$ cat src/hw/rtl/dedeq_pkg.sv
// Shared codes and types of the double-ended queue core.
package dedeq_pkg;

  localparam logic [2:0] OP_PUSH_FRONT = 3'd0;
  localparam logic [2:0] OP_PUSH_BACK  = 3'd1;
  localparam logic [2:0] OP_POP_FRONT  = 3'd2;
  localparam logic [2:0] OP_POP_BACK   = 3'd3;
  localparam logic [2:0] OP_DUMP_FWD   = 3'd4;
  localparam logic [2:0] OP_DUMP_REV   = 3'd5;

  localparam logic [1:0] ST_OK    = 2'd0;
  localparam logic [1:0] ST_EMPTY = 2'd1;
  localparam logic [1:0] ST_FULL  = 2'd2;

  localparam logic [1:0] KIND_PUSH = 2'd0;
  localparam logic [1:0] KIND_POP  = 2'd1;
  localparam logic [1:0] KIND_DUMP = 2'd2;

  typedef struct packed {
    logic [1:0]         kind;
    logic               at_front;   // front end, or forward order for a dump
    logic signed [31:0] value;
  } cmd_t;

endpackage

$ cat src/hw/rtl/dedeq_front.sv
// Front end: accepts transfers, decodes the operation and queues commands.
module dedeq_front
  import dedeq_pkg::*;
(
  input  logic               clk,
  input  logic               rst,
  input  logic               req_valid,
  output logic               req_ready,
  input  logic [2:0]         operation,
  input  logic signed [31:0] value,
  output logic               cmd_valid,
  input  logic               cmd_ready,
  output cmd_t               cmd
);

  cmd_t       q [2];
  logic       wr_ptr;
  logic       rd_ptr;
  logic [1:0] fill;
  cmd_t       dec;
  logic       dec_ok;
  logic       enq;
  logic       deq;

  always_comb begin
    dec.value = value;
    dec.kind = KIND_PUSH;
    dec.at_front = 1'b0;
    dec_ok = 1'b1;
    unique case (operation) inside
      OP_PUSH_FRONT, OP_PUSH_BACK: begin
        dec.kind = KIND_PUSH;
        dec.at_front = (operation == OP_PUSH_FRONT);
      end
      OP_POP_FRONT, OP_POP_BACK: begin
        dec.kind = KIND_POP;
        dec.at_front = (operation == OP_POP_FRONT);
      end
      OP_DUMP_FWD, OP_DUMP_REV: begin
        dec.kind = KIND_DUMP;
        dec.at_front = (operation == OP_DUMP_FWD);
      end
      default: dec_ok = 1'b0;  // unused codes are taken and dropped
    endcase
  end

  assign req_ready = (fill != 2'd2);
  assign enq       = req_valid && req_ready && dec_ok;
  assign cmd_valid = (fill != 2'd0);
  assign deq       = cmd_valid && cmd_ready;
  assign cmd       = q[rd_ptr];

  always_ff @(posedge clk) begin
    if (enq) begin
      q[wr_ptr] <= dec;
    end
  end

  always_ff @(posedge clk) begin
    if (rst) begin
      wr_ptr <= 1'b0;
      rd_ptr <= 1'b0;
      fill   <= 2'd0;
    end else begin
      if (enq) begin
        wr_ptr <= ~wr_ptr;
      end
      if (deq) begin
        rd_ptr <= ~rd_ptr;
      end
      fill <= fill + {1'b0, enq} - {1'b0, deq};
    end
  end

endmodule

$ cat src/hw/rtl/dedeq_back.sv
// Back end: ring store, head and count, command sequencer and result register.
module dedeq_back
  import dedeq_pkg::*;
#(
  parameter int DEPTH = 32
) (
  input  logic               clk,
  input  logic               rst,
  input  logic               cmd_valid,
  output logic               cmd_ready,
  input  cmd_t               cmd,
  output logic               res_valid,
  input  logic               res_ready,
  output logic signed [31:0] value_res,
  output logic [1:0]         status,
  output logic               last
);

  localparam int AW = (DEPTH > 1) ? $clog2(DEPTH) : 1;
  localparam int CW = $clog2(DEPTH + 1);
  localparam logic [AW:0]   DEPTH_A = (AW + 1)'(DEPTH);
  localparam logic [AW-1:0] TOP_IDX = AW'(DEPTH - 1);
  localparam logic [CW-1:0] FULL_CNT = CW'(DEPTH);

  localparam logic [1:0] S_IDLE = 2'd0;
  localparam logic [1:0] S_RD   = 2'd1;
  localparam logic [1:0] S_WAIT = 2'd2;

  logic signed [31:0] mem [DEPTH];
  logic signed [31:0] rd_data;

  logic [1:0]    state, state_next;
  logic [AW-1:0] head, head_next;
  logic [CW-1:0] count, count_next;
  logic [AW-1:0] idx, idx_next;

  logic          wr_en, rd_en, load;
  logic [AW-1:0] wr_addr, rd_addr;
  logic signed [31:0] load_value;
  logic [1:0]    load_status;
  logic          load_last;

  logic          free, full, empty;
  logic [CW-1:0] cnt_m1;
  logic [AW-1:0] head_inc, head_dec, rd_idx, off_dump;
  logic [AW-1:0] slot_back, slot_back_m1, slot_dump;

  function automatic logic [AW-1:0] wrap(input logic [AW:0] s);
    wrap = (s >= DEPTH_A) ? AW'(s - DEPTH_A) : s[AW-1:0];
  endfunction

  assign free     = !res_valid || res_ready;
  assign full     = (count == FULL_CNT);
  assign empty    = (count == '0);
  assign cnt_m1   = count - CW'(1);
  assign head_inc = (head == TOP_IDX) ? '0 : head + AW'(1);
  assign head_dec = (head == '0) ? TOP_IDX : head - AW'(1);
  assign rd_idx   = (state == S_IDLE) ? '0 : idx;
  assign off_dump = cmd.at_front ? rd_idx : AW'(cnt_m1 - CW'(rd_idx));

  assign slot_back    = wrap({1'b0, head} + (AW + 1)'(count));
  assign slot_back_m1 = wrap({1'b0, head} + (AW + 1)'(cnt_m1));
  assign slot_dump    = wrap({1'b0, head} + {1'b0, off_dump});

  always_comb begin
    state_next  = state;
    head_next   = head;
    count_next  = count;
    idx_next    = idx;
    wr_en       = 1'b0;
    wr_addr     = slot_back;
    rd_en       = 1'b0;
    rd_addr     = head;
    load        = 1'b0;
    load_value  = '0;
    load_status = ST_OK;
    load_last   = 1'b1;
    cmd_ready   = 1'b0;
    unique case (state)
      S_IDLE: begin
        if (cmd_valid && free) begin
          unique case (cmd.kind)
            KIND_PUSH: begin
              load      = 1'b1;
              cmd_ready = 1'b1;
              if (full) begin
                load_status = ST_FULL;
              end else begin
                wr_en      = 1'b1;
                wr_addr    = cmd.at_front ? head_dec : slot_back;
                head_next  = cmd.at_front ? head_dec : head;
                count_next = count + CW'(1);
              end
            end
            KIND_POP: begin
              if (empty) begin
                load        = 1'b1;
                load_status = ST_EMPTY;
                cmd_ready   = 1'b1;
              end else begin
                rd_en      = 1'b1;
                rd_addr    = cmd.at_front ? head : slot_back_m1;
                head_next  = cmd.at_front ? head_inc : head;
                count_next = cnt_m1;
                state_next = S_RD;
              end
            end
            default: begin
              if (empty) begin
                load        = 1'b1;
                load_status = ST_EMPTY;
                cmd_ready   = 1'b1;
              end else begin
                rd_en      = 1'b1;
                rd_addr    = slot_dump;
                idx_next   = '0;
                state_next = S_RD;
              end
            end
          endcase
        end
      end
      S_RD: begin
        load       = 1'b1;
        load_value = rd_data;
        if (cmd.kind == KIND_DUMP && (CW'(idx) + CW'(1)) != count) begin
          load_last  = 1'b0;
          idx_next   = idx + AW'(1);
          state_next = S_WAIT;
        end else begin
          cmd_ready  = 1'b1;
          state_next = S_IDLE;
        end
      end
      S_WAIT: begin
        if (free) begin
          rd_en      = 1'b1;
          rd_addr    = slot_dump;
          state_next = S_RD;
        end
      end
      default: state_next = S_IDLE;
    endcase
  end

  always_ff @(posedge clk) begin
    if (wr_en) begin
      mem[wr_addr] <= cmd.value;
    end
    if (rd_en) begin
      rd_data <= mem[rd_addr];
    end
  end

  always_ff @(posedge clk) begin
    if (load) begin
      value_res <= load_value;
      status    <= load_status;
      last      <= load_last;
    end
  end

  always_ff @(posedge clk) begin
    if (rst) begin
      state     <= S_IDLE;
      head      <= '0;
      count     <= '0;
      idx       <= '0;
      res_valid <= 1'b0;
    end else begin
      state <= state_next;
      head  <= head_next;
      count <= count_next;
      idx   <= idx_next;
      if (load) begin
        res_valid <= 1'b1;
      end else if (res_ready) begin
        res_valid <= 1'b0;
      end
    end
  end

  a_count_bound: assert property (@(posedge clk) disable iff (rst)
    count <= FULL_CNT)
    else $error("entry count beyond capacity");

  a_read_before_load: assert property (@(posedge clk) disable iff (rst)
    state == S_RD |-> $past(rd_en))
    else $error("result load without a preceding store read");

  a_slot_free: assert property (@(posedge clk) disable iff (rst)
    state == S_RD |-> !res_valid)
    else $error("store data arrived while result register occupied");

  a_zero_on_error: assert property (@(posedge clk) disable iff (rst)
    res_valid && status != ST_OK |-> value_res == '0 && last)
    else $error("error result carries data or no last mark");

endmodule

$ cat src/hw/rtl/double_ended_queue_core.sv
// Top level of the double-ended queue core.
// Double-ended queue of signed 32-bit values in a DEPTH-entry ring store.
// Requests are decoded and queued in a two-entry command queue, so the
// request side can take transfers while results wait, until that queue is
// full. Once a command reaches the back end, a push or a pop/dump of an
// empty queue yields its single result straight into the result register;
// a pop or a dump sends each stored value through the store's single
// registered read port before it reaches the result register. A push
// into a full queue is dropped with full status; codes six and seven are
// taken and produce no result. The store needs no clearing after reset.
module double_ended_queue_core
  import dedeq_pkg::*;
#(
  parameter int DEPTH = 32
) (
  input  logic               clk,
  input  logic               rst,
  input  logic               req_valid,
  output logic               req_ready,
  input  logic [2:0]         operation,
  input  logic signed [31:0] value,
  output logic               res_valid,
  input  logic               res_ready,
  output logic signed [31:0] value_res,
  output logic [1:0]         status,
  output logic               last
);

  logic cmd_valid;
  logic cmd_ready;
  cmd_t cmd;

  dedeq_front u_front (
    .clk       (clk),
    .rst       (rst),
    .req_valid (req_valid),
    .req_ready (req_ready),
    .operation (operation),
    .value     (value),
    .cmd_valid (cmd_valid),
    .cmd_ready (cmd_ready),
    .cmd       (cmd)
  );

  dedeq_back #(
    .DEPTH (DEPTH)
  ) u_back (
    .clk       (clk),
    .rst       (rst),
    .cmd_valid (cmd_valid),
    .cmd_ready (cmd_ready),
    .cmd       (cmd),
    .res_valid (res_valid),
    .res_ready (res_ready),
    .value_res (value_res),
    .status    (status),
    .last      (last)
  );

endmodule

$ cat config.mk
export PLATFORM = sky130hd
export DESIGN_NAME = double_ended_queue_core
export DESIGN_NICKNAME = d
export VERILOG_FILES = /design/src/hw/rtl/dedeq_pkg.sv /design/src/hw/rtl/dedeq_front.sv /design/src/hw/rtl/dedeq_back.sv /design/src/hw/rtl/double_ended_queue_core.sv
export SDC_FILE = /design/constraint.sdc
export NUM_CORES = 1
export LEC_CHECK = 0
export BUFFER_PORTS_ARGS = -buffer_cell sky130_fd_sc_hd__buf_2
export CAP_MARGIN = 20
export CORE_MARGIN = 2
export CORE_UTILIZATION = 50
export DETAILED_ROUTE_END_ITERATION = 8
export PLACE_DENSITY = 0.74
export SLEW_MARGIN = 20
export SYNTH_ARGS = -nofsm -noshare
export SYNTH_HDL_FRONTEND = slang
export SYNTH_HIERARCHICAL = 1
export SYNTH_SLANG_ARGS = --single-unit
$ cat constraint.sdc
create_clock -name clk -period 11.45 [get_ports clk]
set_input_delay 0.5725 -clock clk [delete_from_list [all_inputs] [get_ports clk]]
set_output_delay 0.5725 -clock clk [all_outputs]
set_load 0.03 [all_outputs]
==> results.ini <==
[power_and_ir_drop]
total_power_mw=13.56
power.leakage_nw=18.55
power_density_nw_per_um2=256.9
peakVddDrop_mv=0.1958

[floorplan]
rows=113
dieArea_um2=97470
die_h_um=312.2
core_area_um2=94590
num_io_pins=76
start_util_pct=50.21
die_w_um=312.2

[logic_synthesis]
synthArstFlopShare_pct=0
ys_types=68
synth_cells=3340
syn_area_per_cell_um2=14.22
ys_ff_latch=1185
synth-edff-count=1161
yosysTopAreaCellShare_pct=73.40
synthMostInstantiatedCell=edfxtp_1
yosysTopAreaCell=edfxtp_1
synth_seq_area_share_pct=74.42
synth_flop_cell=edfxtp_1
synth_area_um2=47500
synthTopCellsByArea=edfxtp_1 (73%), nand2_1 (6.7%), mux2i_1 (3.4%), nand3_1 (1.6%), a32oi_1 (1.3%)
synth_nets=3406
ys_warn_count=6
ys_top_cells_by_count=edfxtp_1 (1161), nand2_1 (850), mux2i_1 (160)

[timing]
skew_ps=60.94
setup_tns_ps=0
rsz0062_at_grt=false
hold_violations=0
min_period_over_period_pct=59.97
period_needed_ps=6866
slew_violations=0
setup-violations-final=0
tightest_slew_ps=1152
maxSlewHeadroom_pct=23.21
worst_hold_slack_ps=41.94
max_freq_ghz=0.1456

[cts]
clockBufferDepth=3
cts_tree=yes
numCtsBuffers=113
clkLatencyLatePin_ps=720
htree_levels=3
post-cts-setup-buffers=0
cts_resized=0
cts_hold_buf=0
ctsRootBufferMaster=clkbuf_16
cts_num_sinks=1185
clk_pin_slew_ps=60

[setup_path]
path_class=reg2reg
crit_required_ps=12000
critical-path-top-delay-family=simple AND/OR/NAND/NOR gates
arrival_ps=7420
crit_fanout=40
cpPeakStageDelay_ps=1080
crit_buf_inv=3
slowest_stage=dfxtp_2
crit_chain=or2_2 > and2_1 > ha_1 > inv_1 > fa_1 > nand2_1 > o21ai_0 > fa_1 > and2_1 > a31oi_1 > nor3_1 > a2111oi_4 > nand2b_2 > nor2_4 > buf_16 > buf_16 > a222oi_1 > and4_1 > nor3_1
worst_setup_path_end_kind=flop
worst_setup_path_start_kind=flop

[place]
gp_congestion=0.8648
dp_cells=4539
dpl.hpwl_mm=65.36
io_buffers=75

[final_layout]
drive_above_1_share_pct=11.15
syn_to_final_growth_pct=11.14
stdcell_count=4747
utilization_pct=55.81
layout.nets=3455

[drt]
ant_nets=0
drt-vias-per-instance=6.102
via_count=28965
wl_mm=122.3
wl_per_cell_um=25.77
drt-initial-drc-count=4147
firstDrtPassIters=9
drc=0

[grt]
grt_util_all_layers_pct=24.88
grt_pass1_vias=27963
grt_pass1_wl_mm=180.6
use_met2_pct=38.81
antenna_found_initial=4
grt_max_degree=168
grt_use_met3_pct=5.554
grt_use_met1_pct=34.11
grt-ovfl-total=0
grt-busiest-layer=met2

[outcome]
status=complete, no violations

[run]
maxCapViolations=0

[hold_path]
hold_path_class=in2reg

==> path summary, 6_finish.rpt <==
path | from | endpoint | slack, ps | depth (start not counted)
max | u_back/state[0] | u_back/rd_data[15] | 4580 | 19
min | value[31] | u_front/q[1][31] | 40 | 1
max reg2reg | u_back/state[0] | u_back/rd_data[15] | 4580 | 19
min reg2reg | u_front/rd_ptr | flop | 530 | 2
==> state kept, by name, indices dropped and copies added, names as in the netlist, named ones only <==
register and flops:
u_front/wr_ptr 1, u_back/res_valid 1, u_front/rd_ptr 1, u_back/status 2, u_back/last 1, u_back/head 5
u_back/state 2, u_back/count 6, u_front/fill 2, u_back/idx 5, u_back/rd_data 32, u_back/value_res 32
u_back/mem 1024, u_front/q 70
==> layout by cell type (no fill, tap or decap), drive strengths merged, types with 4 or more instances in the layout <==
cell type | synthesis | final
edfxtp | 1161 | 1161
mux2i | 160 | 160
clkbuf | 88 | 139
fa | 4 | 4
a21oi | 114 | 114
nand4 | 7 | 7
clkinv | 1 | 54
dfxtp | 24 | 24
o21a | 6 | 6
ha | 23 | 23
a222oi | 26 | 26
inv | 15 | 20
xor2 | 13 | 13
xnor2 | 21 | 21
a32oi | 71 | 71
nand2 | 850 | 850
mux2 | 38 | 38
a211oi | 11 | 11
a21o | 6 | 6
and3 | 35 | 35
nor2b | 10 | 10
o22ai | 31 | 31
nand3 | 155 | 155
nor2 | 76 | 76
nor4 | 4 | 4
nor3 | 77 | 77
and4 | 33 | 33
o21ai | 44 | 44
nand2b | 10 | 10
a31oi | 68 | 68
and2 | 8 | 8
bufinv | 0 | 7
buf | 115 | 137
==> where the power goes <==
| group | internal [mW] | switching [mW] |
|---|---|---|
| combinational | 1.28 | 3.11 |
| clock | 2.00 | 1.57 |
| sequential | 5.49 | 0.121 |
==> area by class of cell <==
| cell class | instances | area, um2 |
|---|---|---|
| fill | 7147 | 41800 |
| sequential | 1185 | 35350 |
| multi-input combinational | 1936 | 11370 |
| clock buffer | 139 | 2968 |
| tap | 1265 | 1583 |
| timing repair buffer | 137 | 893.4 |
| clock inverter | 68 | 566.8 |
| inverter | 16 | 60.06 |
| antenna | 1 | 2.502 |
==> per-stage QoR <==
| step | setup slack, ps | instance area, um2 |
|---|---|---|
| floorplan | 7030 | 47500 |
| global placement | 4612 | 49190 |
| detailed placement | 4755 | 49250 |
| CTS | 4731 | 52790 |
| global route | 4329 | 52790 |
| finish | 4584 | 52790 |
==> layer usage <==
metal  vias up  wire length, um
met4         2             5105
met2      1692            56530
met1     14396            47730
li1      12589                -
met3       286            12940
met5         -               12
==> logic make-up after synthesis <==
family	share of synthesized area, %
AND/OR/NAND/NOR	11.64
flip-flops	74.42
AO/OA/AOI/OAI	5.616
buffers and inverters	2.392
multiplexers	4.518
XOR/XNOR	0.6270
adder cells (fa/ha/maj)	0.7956
(Power assumes the default switching activity.)
